`config.mk`:
```
export PLATFORM = sky130hd
export DESIGN_NAME = finger_line_parser_servo_slew
export DESIGN_NICKNAME = d
export VERILOG_FILES = /design/src/rtl/core/flpss_pkg.sv /design/src/rtl/core/finger_line_parser_servo_slew.sv
export VERILOG_INCLUDE_DIRS = /design/src /design/src/rtl/core
export SDC_FILE = /design/constraint.sdc
export NUM_CORES = 1
export LEC_CHECK = 0
export ABC_CLOCK_PERIOD_IN_PS = 6800
export BUFFER_PORTS_ARGS = -buffer_cell sky130_fd_sc_hd__buf_2
export CAP_MARGIN = 20
export CORE_ASPECT_RATIO = 0.5
export CORE_UTILIZATION = 64
export CTS_CLUSTER_SIZE = 25
export DETAILED_ROUTE_END_ITERATION = 12
export GPL_TIMING_DRIVEN = 0
export PLACE_DENSITY_LB_ADDON = 0.12
export SLEW_MARGIN = 20
export SYNTH_ARGS = -nofsm -noshare
export SYNTH_HDL_FRONTEND = slang
export SYNTH_SLANG_ARGS = --single-unit
```
`constraint.sdc`:
```
create_clock -name clk -period 6.8 [get_ports clk]
set_input_delay 1.36 -clock clk [delete_from_list [all_inputs] [get_ports clk]]
set_output_delay 1.36 -clock clk [all_outputs]
set_load 0.005 [all_outputs]
```
`src/rtl/core/assert_macros.svh`:
```
`ifndef ASSERT_MACROS_SVH
`define ASSERT_MACROS_SVH

// Condition that must hold at every clock edge outside reset
`define ASSERT_ALWAYS(lbl, expr) \
  lbl: assert property (@(posedge clk) disable iff (rst) (expr)) \
    else $error("assertion failed: invariant");

// Condition in one cycle that implies a consequence in the next
`define ASSERT_NEXT(lbl, ante, cons) \
  lbl: assert property (@(posedge clk) disable iff (rst) (ante) |=> (cons)) \
    else $error("assertion failed: next-cycle implication");

`endif

```
`src/rtl/core/flpss_pkg.sv`:
```
`timescale 1ns / 1ps

package flpss_pkg;

  // Finger count and field counter
  localparam int unsigned NUM_FINGERS = 5;
  localparam int unsigned POS_W       = 3;
  localparam logic [POS_W-1:0] POS_PAST = 3'd5;

  // Angles
  localparam int unsigned ANGLE_W = 8;
  localparam logic [ANGLE_W-1:0] NEUTRAL_ANGLE   = 8'd90;
  localparam logic [ANGLE_W-1:0] RST_CLOSED      = 8'd0;
  localparam logic [ANGLE_W-1:0] RST_OPEN        = 8'd180;
  localparam logic [ANGLE_W-1:0] RST_STEP        = 8'd5;

  // Configuration register indexes
  localparam int unsigned CFG_IDX_W = 2;
  localparam logic [CFG_IDX_W-1:0] REG_CLOSED_ANGLE = 2'd0;
  localparam logic [CFG_IDX_W-1:0] REG_OPEN_ANGLE   = 2'd1;
  localparam logic [CFG_IDX_W-1:0] REG_STEP_SIZE    = 2'd2;

  // Input actions
  localparam logic ACT_BYTE = 1'b0;
  localparam logic ACT_TICK = 1'b1;

  // Characters
  localparam logic [7:0] CH_NL    = 8'h0A;
  localparam logic [7:0] CH_COMMA = 8'h2C;
  localparam logic [7:0] CH_SPACE = 8'h20;
  localparam logic [7:0] CH_TAB   = 8'h09;
  localparam logic [7:0] CH_VT    = 8'h0B;
  localparam logic [7:0] CH_FF    = 8'h0C;
  localparam logic [7:0] CH_CR    = 8'h0D;
  localparam logic [7:0] CH_ONE   = 8'h31;

  // Content of the field being received
  typedef enum logic [1:0] {
    FS_EMPTY = 2'd0,
    FS_ONE   = 2'd1,
    FS_BAD   = 2'd2
  } field_status_t;

  typedef logic [ANGLE_W-1:0] angle_t;

endpackage

```
`src/rtl/core/finger_line_parser_servo_slew.sv`:
```
`timescale 1ns / 1ps
// Servo hand line parser with slew-limited finger angles. Serial bytes
// (action 0) build lines of up to five comma-separated fields, thumb first;
// a field is open only when, trimmed of whitespace, it is exactly "1". On
// newline the named fingers take their new flags and all five targets are
// set to the open or the closed angle register as it stands then. Each tick
// (action 1) moves every angle toward its target by at most step_size and
// transfers one result: five angles and a changed mask; bytes give none.
// Every item is handled in the cycle it is accepted, so one item a cycle is
// taken; the result register is the only stall point, and a new item is
// taken whenever it is empty or being drained in the same cycle.
// Configuration writes are always taken and should be made while idle.
`include "assert_macros.svh"

module finger_line_parser_servo_slew (
  input  logic                                clk,
  input  logic                                rst,
  // Configuration write channel
  input  logic                                cfg_valid,
  output logic                                cfg_ready,
  input  logic [flpss_pkg::CFG_IDX_W-1:0]     cfg_index,
  input  logic [7:0]                          cfg_data,
  // Input channel
  input  logic                                in_valid,
  output logic                                in_ready,
  input  logic                                action,
  input  logic [7:0]                          byte_value,
  // Result channel
  output logic                                out_valid,
  input  logic                                out_ready,
  output logic [7:0]                          thumb_angle,
  output logic [7:0]                          index_angle,
  output logic [7:0]                          middle_angle,
  output logic [7:0]                          ring_angle,
  output logic [7:0]                          pinky_angle,
  output logic [4:0]                          changed_mask
);

  import flpss_pkg::*;

  // Configuration registers
  angle_t shut_deg;
  angle_t open_deg;
  angle_t step_size;

  // Line parser state
  logic [POS_W-1:0]       field_position;
  field_status_t          field_status;
  logic [NUM_FINGERS-1:0] line_flags;
  logic [NUM_FINGERS-1:0] line_written;
  logic [NUM_FINGERS-1:0] finger_flags;

  // Finger angles; current angles double as the result payload
  angle_t target_angle  [NUM_FINGERS];
  angle_t current_angle [NUM_FINGERS];
  logic [NUM_FINGERS-1:0] mask;

  logic [POS_W-1:0]       field_position_next;
  field_status_t          field_status_next;
  logic [NUM_FINGERS-1:0] line_flags_next;
  logic [NUM_FINGERS-1:0] line_written_next;
  logic [NUM_FINGERS-1:0] finger_flags_next;
  logic [NUM_FINGERS-1:0] closed_flags;
  logic [NUM_FINGERS-1:0] closed_written;
  logic [NUM_FINGERS-1:0] field_bit;
  logic                   target_load;

  angle_t                 angle_next [NUM_FINGERS];
  angle_t                 gap        [NUM_FINGERS];
  logic [NUM_FINGERS-1:0] mask_next;

  logic in_xfer;
  logic byte_xfer;
  logic tick_xfer;

  assign cfg_ready = 1'b1;
  assign in_ready  = !out_valid || out_ready;
  assign in_xfer   = in_valid && in_ready;
  assign byte_xfer = in_xfer && (action == ACT_BYTE);
  assign tick_xfer = in_xfer && (action == ACT_TICK);

  // Configuration writes; unknown indexes are dropped
  always_ff @(posedge clk) begin
    if (rst) begin
      shut_deg  <= RST_CLOSED;
      open_deg  <= RST_OPEN;
      step_size <= RST_STEP;
    end else if (cfg_valid && cfg_ready) begin
      unique case (cfg_index)
        REG_CLOSED_ANGLE: shut_deg  <= cfg_data;
        REG_OPEN_ANGLE:   open_deg  <= cfg_data;
        REG_STEP_SIZE:    step_size <= cfg_data;
        default: ;
      endcase
    end
  end

  // Byte decode: field close on comma or newline, line end on newline
  always_comb begin
    field_position_next = field_position;
    field_status_next   = field_status;
    line_flags_next     = line_flags;
    line_written_next   = line_written;
    finger_flags_next   = finger_flags;
    target_load         = 1'b0;
    field_bit           = NUM_FINGERS'(1) << field_position;
    closed_flags        = line_flags;
    closed_written      = line_written;

    if (field_position < POS_PAST) begin
      closed_written = line_written | field_bit;
      if (field_status == FS_ONE) begin
        closed_flags = line_flags | field_bit;
      end else begin
        closed_flags = line_flags & ~field_bit;
      end
    end

    if (byte_xfer) begin
      case (byte_value) inside
        CH_NL: begin
          finger_flags_next   = (finger_flags & ~closed_written) |
                                (closed_flags & closed_written);
          target_load         = 1'b1;
          field_position_next = '0;
          field_status_next   = FS_EMPTY;
          line_flags_next     = '0;
          line_written_next   = '0;
        end
        CH_COMMA: begin
          line_flags_next   = closed_flags;
          line_written_next = closed_written;
          field_status_next = FS_EMPTY;
          if (field_position < POS_PAST) begin
            field_position_next = field_position + POS_W'(1);
          end
        end
        CH_SPACE, CH_TAB, CH_VT, CH_FF, CH_CR: ;
        default: begin
          if (byte_value == CH_ONE && field_status == FS_EMPTY) begin
            field_status_next = FS_ONE;
          end else begin
            field_status_next = FS_BAD;
          end
        end
      endcase
    end
  end

  // Slew step for each finger
  always_comb begin
    for (int i = 0; i < NUM_FINGERS; i++) begin
      angle_next[i] = current_angle[i];
      gap[i]        = '0;
      if (target_angle[i] > current_angle[i]) begin
        gap[i]        = target_angle[i] - current_angle[i];
        angle_next[i] = current_angle[i] + ((gap[i] < step_size) ? gap[i] : step_size);
      end else if (current_angle[i] > target_angle[i]) begin
        gap[i]        = current_angle[i] - target_angle[i];
        angle_next[i] = current_angle[i] - ((gap[i] < step_size) ? gap[i] : step_size);
      end
      mask_next[i] = (angle_next[i] != current_angle[i]);
    end
  end

  // Parser and angle registers
  always_ff @(posedge clk) begin
    if (rst) begin
      field_position <= '0;
      field_status   <= FS_EMPTY;
      line_flags     <= '0;
      line_written   <= '0;
      finger_flags   <= '0;
      for (int i = 0; i < NUM_FINGERS; i++) begin
        target_angle[i]  <= NEUTRAL_ANGLE;
        current_angle[i] <= NEUTRAL_ANGLE;
      end
    end else begin
      field_position <= field_position_next;
      field_status   <= field_status_next;
      line_flags     <= line_flags_next;
      line_written   <= line_written_next;
      finger_flags   <= finger_flags_next;
      for (int i = 0; i < NUM_FINGERS; i++) begin
        if (target_load) begin
          target_angle[i] <= finger_flags_next[i] ? open_deg : shut_deg;
        end
        if (tick_xfer) begin
          current_angle[i] <= angle_next[i];
        end
      end
    end
  end

  // Result register: valid flag and changed mask
  always_ff @(posedge clk) begin
    if (rst) begin
      out_valid <= 1'b0;
      mask      <= '0;
    end else begin
      if (tick_xfer) begin
        out_valid <= 1'b1;
        mask      <= mask_next;
      end else if (out_ready) begin
        out_valid <= 1'b0;
      end
    end
  end

  assign thumb_angle  = current_angle[0];
  assign index_angle  = current_angle[1];
  assign middle_angle = current_angle[2];
  assign ring_angle   = current_angle[3];
  assign pinky_angle  = current_angle[4];
  assign changed_mask = mask;

  // Checks
  `ASSERT_ALWAYS(a_pos_range, field_position <= POS_PAST)
  `ASSERT_NEXT(a_tick_gives_result, tick_xfer, out_valid)
  `ASSERT_NEXT(a_byte_no_result, byte_xfer && !out_valid, !out_valid)
  `ASSERT_NEXT(a_angles_hold_stall, out_valid && !out_ready,
               $stable(mask) && $stable(current_angle[0]) && $stable(current_angle[4]))

endmodule
```
==> results of run 1 <==
## power by group
part | switching, mW | internal, mW | leakage, nW
clock | 0.441 | 0.532 | 0.293
combinational | 1.55 | 1.15 | 6.13
sequential | 0.0688 | 0.878 | 1.15
## area by class of cell
class	count	share of cell area
clock buffer	18	0.0251
buffer	77	0.0213
sequential	130	0.194
tap	336	0.0240
timing repair buffer	75	0.0244
inverter	149	0.0319
multi-input combinational	1598	0.670
clock inverter	14	0.00900
## Yosys cell counts (11+ instances only)
cell      instances
xor2_1           41
a21o_1           50
or2_2            11
nand2b_1         23
ha_1            230
clkbuf_1         34
nor2_1          159
buf_2            31
a21oi_1         165
mux2_2           13
edfxtp_1         80
o21a_1           24
o211ai_1         19
xnor2_1          80
fa_1             20
dfxtp_1          50
mux2i_1         100
nor3_1           30
o21bai_1         18
nand2_1         156
a31oi_1          15
nand4_1          16
o21ai_0         158
nand3_1          20
and3_1           11
inv_1           148
and2_1           22
nor2b_1          33
a211oi_1         26
## final timing paths
path                                            from                      endpoint
hold / removal          field_status[1]$_SDFFE_PP0P_  field_status[1]$_SDFFE_PP0P_
hold reg to reg         field_status[1]$_SDFFE_PP0P_  field_status[1]$_SDFFE_PP0P_
setup / recovery  current_angle[0][33]$_SDFFCE_PN1P_  changed_mask[4]$_SDFFE_PP0P_
setup reg to reg  current_angle[0][33]$_SDFFCE_PN1P_  changed_mask[4]$_SDFFE_PP0P_
## sequential cells by signal (all words and copies together), names as in the netlist
signal,cells
out_valid,1
field_position,3
current_angle,40
line_written,5
changed_mask,5
field_status,2
shut_deg,8
step_size,8
target_angle,40
finger_flags,5
line_flags,5
open_deg,8
## per-stage QoR
step | hold WS, ns | total power, mW | instances | setup slack (ns) | instance area [um2]
after floorplan | 0.436 | 3.01 | 1954 | 1.44 | 16100
after global placement | 0.460 | 3.53 | 2360 | 0.608 | 16800
after detailed placement | 0.463 | 3.58 | 2362 | 0.537 | 16900
after CTS | 0.472 | 4.55 | 2394 | 0.515 | 17500
after global routing | 0.499 | 4.93 | 2397 | 0.00337 | 17500
final | 0.469 | 4.62 | 2397 | 0.364 | 17500
## metal layers
layer	up-vias	wire length, um	GRT usage
met4	0	1250	0.119
met3	89	4940	0.0902
met2	628	19400	0.540
met5	-	0	0
met1	7038	21600	0.535
li1	7228	-	-
## critical path, cell delays in order, from the launching register on
cell and delay (ns):
edfxtp_1 0.59, inv_1 0.24, ha_1 0.36, nor2b_1 0.13, o21ai_0 0.27, nand2_1 0.15
a21o_1 0.19, a21oi_1 0.17, xnor2_1 0.21, ha_1 0.31, a21o_1 0.16, a21o_1 0.16
a21oi_1 0.17, and3_1 0.17, clkbuf_1 0.21, clkbuf_1 0.31, a21oi_1 0.12, ha_1 0.20
inv_1 0.07, fa_1 0.19, nand2b_1 0.11, o2bb2ai_1 0.17, xnor3_1 0.26, a2111o_1 0.40
o21ai_0 0.36, o211ai_1 0.15, a211oi_1 0.27, a41oi_1 0.14
## cell families after synthesis
logic type / count (synthesis)
adders and majority gates: 250
AOI/OAI and AO/OA: 579
muxes: 113
and+or+nand+nor: 530
buffers and inverters: 226
other: 1
DFF: 130
xor gates and xnor gates: 125
==> metrics.md, run 1 <==
| Metric | Value |
|---|---|
| Status | finished clean |
| Die area | 25800 um2 |
| # port buffers | 70 |
| Time the final worst path needs with I/O delays and setup | 6.44 ns |
| Clock insertion delay at the later pin of the skew report | 0.46 ns |
| Final clock period utilization by the worst path | 0.946 |
| Clock input transition at the sequential cells of the worst setup and hold paths | 0.07 ns |
| Synthesis warning total | 0 |
| Worst Hold Path Cells | 2 |
| Skew final | 0.0149 ns |
| Number of antenna violations at the first check in global routing | 0 |
| Hold-fix buffers at CTS | 0 |
| Relative slew slack | 0.172 |
| Power density of the placed cells | 264 nW/um2 |
| Pin count of the biggest net entering global routing | 26 |
| Number of DRC violations after detailed-routing iteration 0 | 1491 |
| Post-synthesis share of cell area spent on and, or, nand and nor gates | 0.157 |
| Reg-to-reg setup timing slack | 0.36 ns |
| Req. time, crit path | 7.12 ns |
| Share of synthesized area spent on multiplexers | 0.0714 |
| Area taken by flip-flops and latches | 3400 um2 |
| Mapped Area | 16100 um2 |
| Per-cell via count in the routed design | 6.25 |
| Fmax | 0.155 GHz |
| Number of buffers created by CTS | 17 |
| Post-CTS setup-driven buffer insertion count | 0 |
| Synthesis-to-layout area growth | 9.03% |
| Global-route wire length before repair | 73000 um |
| Max rail drop VDD | 147 uV |
| Placement row count | 40 |
| Post-Synthesis Cells | 1954 |
| Final core utilization | 0.720 |
| Count of nets left with antenna violations after detail routing | 0 |
| Most common cell after layout, fill and taps aside | ha_1 |
| Compound-Gate Fraction of Synth Area | 0.226 |
| Die boundary width | 226 um |
| Crit path arrival time | 6.75 ns |
| Post-DP HPWL | 36200 um |
| Slew Limit Fails | 0 |
| Multi-input gate area in the final layout | 11700 um2 |
| Root cell of the clock tree | clkbuf_16 |
| Wire per inst | 19.7 um |
| Final setup fails | 0 |
| Number of cell instances on the worst register-to-register path | 27 |
| Gates resized, CTS repair | 0 |
| Critical path type | flip-flop to flip-flop |
| Post-Synthesis Mean Instance Area | 8.22 um2 |
| Clock tree from TritonCTS | yes |
| Number of global-route vias before repair | 13700 |
| Leakage | 7.57 nW |
| Startpoint type of the worst setup path | flip-flop |
| Prevailing post-synth register cell | edfxtp_1 |
| Vias | 15000 |
| Number of enable flip-flop cells after synthesis | 80 |
| Congestion Overflow GR | 0 |
| Maximum clock insertion buffer count | 2 |
| Unrepaired setup endpoints after global routing | false |
| Global-route usage over all layers | 0.371 |
| Post-layout net count | 2322 |
| Largest area contributor in the netlist | ha_1 |
| Synthesis-stage register bit count | 130 |
| Fill cell total of the finished layout | 2051 |
| Actual transition at the worst max-transition pin | 1.24 ns |
| Sequential area share after synthesis | 0.212 |
| Hold Vio Cnt, Final | 0 |
| Initial standard-cell utilization of the core | 0.660 |
| CTS Sinks | 130 |
| Class of the worst hold path | flip-flop to flip-flop |
| Area of the core region | 24300 um2 |
| Final weighted congestion in routability-driven placement | 0.988 |
| Net count after synthesis | 2228 |
| Largest family of logic cells by synthesized area | compound AO/OA/AOI/OAI gates |
| Fraction of registers with async set/reset | 0 |
| Setup TNS after final layout | 0 ns |
| Post-detailed-routing wire length | 47200 um |
| Critical Path End Type | flip-flop |
| Adder-Cell Fraction of Synth Area | 0.204 |
| Number of max-cap violations | 0 |
| Largest fanout on the critical path | 10 |
| Top cell type's share of synthesized area | 0.179 |
| Iteration count of the initial detailed-routing pass | 7 |
| Most area-consuming cells after synthesis | ha_1, edfxtp_1, dfxtp_1 |
| DRC violation count after routing | 0 |
| Number of distinct library cells after synthesis | 84 |
| Xor and xnor fraction of the mapped netlist area | 0.0712 |
| Fraction of final layout cells sized beyond drive strength 1 | 0.0927 |
| Die extent in y | 114 um |
| Maximum level of the CTS H-tree | 4 |
| Top-Level Pins | 72 |
| Commonest cells after routing, fill and taps aside | ha_1, a21oi_1, o21ai_0, nor2_1, nand2_1 |
| Inserted Diodes | 0 |
Power figures use the tool's default switching activity.
==> inputs of run 2 (changes only) <==
--- a/config.mk
+++ b/config.mk
@@ -6,11 +6,11 @@
 export SDC_FILE = /design/constraint.sdc
 export NUM_CORES = 1
 export LEC_CHECK = 0
-export ABC_CLOCK_PERIOD_IN_PS = 6800
+export ABC_CLOCK_PERIOD_IN_PS = 7900
 export BUFFER_PORTS_ARGS = -buffer_cell sky130_fd_sc_hd__buf_2
 export CAP_MARGIN = 20
 export CORE_ASPECT_RATIO = 0.5
-export CORE_UTILIZATION = 64
+export CORE_UTILIZATION = 69
 export CTS_CLUSTER_SIZE = 25
 export DETAILED_ROUTE_END_ITERATION = 12
 export GPL_TIMING_DRIVEN = 0
==> constraint.sdc (replaced) <==
create_clock -name clk -period 7.9 [get_ports clk]
set_input_delay 1.58 -clock clk [delete_from_list [all_inputs] [get_ports clk]]
set_output_delay 1.58 -clock clk [all_outputs]
set_load 0.005 [all_outputs]
==> metrics.md, run 2 (synthesized netlist as in run 1, its figures left out) <==
| Metric | Value |
|---|---|
| Status | finished clean (unchanged) |
| Req. time, crit path | 8.10 ns (was 7.12 ns) |
| CTS Sinks | 130 (unchanged) |
| Max incr delay on CP | 0.58 ns (was 0.59 ns) |
| Area of the core region | 22800 um2 (was 24300 um2) |
| Gates resized, CTS repair | 0 (unchanged) |
| Vias | 15000 (about the same) |
| Fraction of final layout cells sized beyond drive strength 1 | 0.0913 (was 0.0927) |
| Die extent in y | 110 um (was 114 um) |
| Maximum level of the CTS H-tree | 4 (unchanged) |
| Hold-fix buffers at CTS | 0 (unchanged) |
| Unrepaired setup endpoints after global routing | false (unchanged) |
| Final clock period utilization by the worst path | 0.848 (was 0.946) |
| Hold Vio Cnt, Final | 0 (unchanged) |
| # port buffers | 70 (unchanged) |
| Most numerous cell on the critical path | o21ai_0 |
| Die area | 23900 um2 (was 25800 um2) |
| Crit path arrival time | 6.90 ns (was 6.75 ns) |
| Worst path slowest cell | edfxtp_1 (unchanged) |
| Initial standard-cell utilization of the core | 0.703 (was 0.660) |
| Inserted Diodes | 0 (unchanged) |
| Time the final worst path needs with I/O delays and setup | 6.70 ns (was 6.44 ns) |
| Per-cell via count in the routed design | 6.35 (was 6.25) |
| Fmax | 0.149 GHz (was 0.155 GHz) |
| Count of nets left with antenna violations after detail routing | 0 (unchanged) |
| Slew Limit Fails | 0 (unchanged) |
| Congestion Overflow GR | 0 (unchanged) |
| Relative slew slack | 0.348 (was 0.172) |
| Root cell of the clock tree | clkbuf_16 (unchanged) |
| Actual transition at the worst max-transition pin | 0.977 ns (was 1.24 ns) |
| Startpoint type of the worst setup path | flip-flop (unchanged) |
| Final weighted congestion in routability-driven placement | 0.987 (was 0.988) |
| DRC violation count after routing | 0 (unchanged) |
| Area taken by flip-flops and latches | 3400 um2 (unchanged) |
| Iteration count of the initial detailed-routing pass | 7 (unchanged) |
| Skew final | 0.00810 ns (was 0.0149 ns) |
| Largest fanout on the critical path | 10 (unchanged) |
| Number of DRC violations after detailed-routing iteration 0 | 1603 (was 1491) |
| Number of global-route vias before repair | 13600 (was 13700) |
| Post-DP HPWL | 36000 um (was 36200 um) |
| Commonest cells after routing, fill and taps aside | ha_1, a21oi_1, o21ai_0, nor2_1, nand2_1 (unchanged) |
| Critical path type | flip-flop to flip-flop (unchanged) |
| Maximum clock insertion buffer count | 2 (unchanged) |
| Placement row count | 39 (was 40) |
| Synthesis-to-layout area growth | 8.72% (was 9.03%) |
| Most common cell after layout, fill and taps aside | ha_1 (unchanged) |
| Global-route usage over all layers | 0.396 (was 0.371) |
| Setup TNS after final layout | 0 ns (unchanged) |
| Max rail drop VDD | 185 uV (was 147 uV) |
| Clock tree from TritonCTS | yes (unchanged) |
| Critical Path End Type | flip-flop (unchanged) |
| Setup slack at placement | 1.46 ns (was 0.537 ns) |
| Worst Setup Slack, final | 1.20 ns (was 0.364 ns) |
| Number of antenna violations at the first check in global routing | 2 (was 0) |
| Final setup fails | 0 (unchanged) |
| Clock input transition at the sequential cells of the worst setup and hold paths | 0.06 ns (was 0.07 ns) |
| Global-route wire length before repair | 72300 um (was 73000 um) |
| Multi-input gate area in the final layout | 11700 um2 (unchanged) |
| Leakage | 7.56 nW (was 7.57 nW) |
| Power density of the placed cells | 227 nW/um2 (was 264 nW/um2) |
| Regs by FF count | current_angle (40), target_angle (40) (unchanged) |
| Post-detailed-routing wire length | 47200 um (about the same) |
| Fill cell total of the finished layout | 1760 (was 2051) |
| Post-CTS setup-driven buffer insertion count | 0 (unchanged) |
| Die boundary width | 218 um (was 226 um) |
| Number of max-cap violations | 0 (unchanged) |
| Class of the worst hold path | flip-flop to flip-flop (unchanged) |
| Wire per inst | 19.9 um (was 19.7 um) |
| Pin count of the biggest net entering global routing | 29 (was 26) |
| Clock insertion delay at the later pin of the skew report | 0.45 ns (was 0.46 ns) |
| Post-layout net count | 2321 (was 2322) |
| Number of buffers created by CTS | 17 (unchanged) |
| Top-Level Pins | 72 (unchanged) |
| Critical Path, Cell by Cell | inv_1 -> fa_1 -> a21o_1 -> a21oi_1 -> o21bai_1 -> a21oi_1 -> xnor2_1 -> ha_1 -> or2_2 -> a21oi_1 -> or2_2 -> clkbuf_1 -> clkbuf_1 -> o21ai_0 -> ha_1 -> nand2_1 -> o21ai_0 -> o21ai_0 -> nor2b_1 -> o21ai_0 -> a211oi_1 -> a211oi_2 -> mux2_2 |
==> run 2: changes by cell type in the layout (fill, tap and decap cells not counted), sizes merged <==
cell	previous run	this run
buf	117	116
clkbuf	53	55
bufinv	1	0
clkinv	4	5
inv	157	155
==> run 2: power by group <==
group	internal [mW]	switching [mW]	total [mW]
Clock	0.450	0.356	0.806
Sequential	0.756	0.0610	0.817
Combinational	0.988	1.35	2.34
==> run 2: final cells by class <==
type,instances,share of cell area
Buffer,77,0.0213
Clock buffer,20,0.0274
Multi-Input combinational cell,1598,0.672
Clock inverter,12,0.00631
Sequential cell,130,0.195
Timing Repair Buffer,74,0.0243
Tap cell,307,0.0220
Inverter,149,0.0320
==> run 2: path summary, 6_finish.rpt <==
check                                         start                                 to  slack, ns  depth (start not counted)
setup / recovery  current_angle[0][1]$_SDFFCE_PN1P_  current_angle[0][7]$_SDFFCE_PN0P_       1.20                         23
hold / removal         field_status[1]$_SDFFE_PP0P_       field_status[1]$_SDFFE_PP0P_       0.47                          2
setup reg to reg  current_angle[0][1]$_SDFFCE_PN1P_  current_angle[0][7]$_SDFFCE_PN0P_       1.20                         23
hold reg to reg        field_status[1]$_SDFFE_PP0P_       field_status[1]$_SDFFE_PP0P_       0.47                          2
==> run 2: through the flow <==
stage | power [mW] | cells | utilization | cell area [um2] | hold WS [ns]
6_report | 3.96 | 2367 | 0.765 | 17500 | 0.472
3_5_place_dp | 3.08 | 2333 | 0.738 | 16800 | 0.472
4_1_cts | 3.90 | 2365 | 0.764 | 17400 | 0.480
2_1_floorplan | 2.59 | 1954 | - | 16100 | 0.436
3_3_place_gp | 3.02 | 2331 | 0.735 | 16800 | 0.458
5_1_grt | 4.23 | 2367 | 0.765 | 17500 | 0.494
==> run 2: critical path: cells and delay by family (launching register included) <==
family          cells  cell delay [ns]
compound gates     11             2.49
xor+xnor            1             0.17
fa+ha+maj           3             1.21
buf+inv             3             0.94
flops               1             0.58
mux                 1             0.37
simple gates        4             0.67
==> run 2: layer usage <==
layer  track usage  wire, um
met5             0         0
met4         0.145      1230
met3         0.116      5640
met2         0.589     19600
met1         0.541     20800
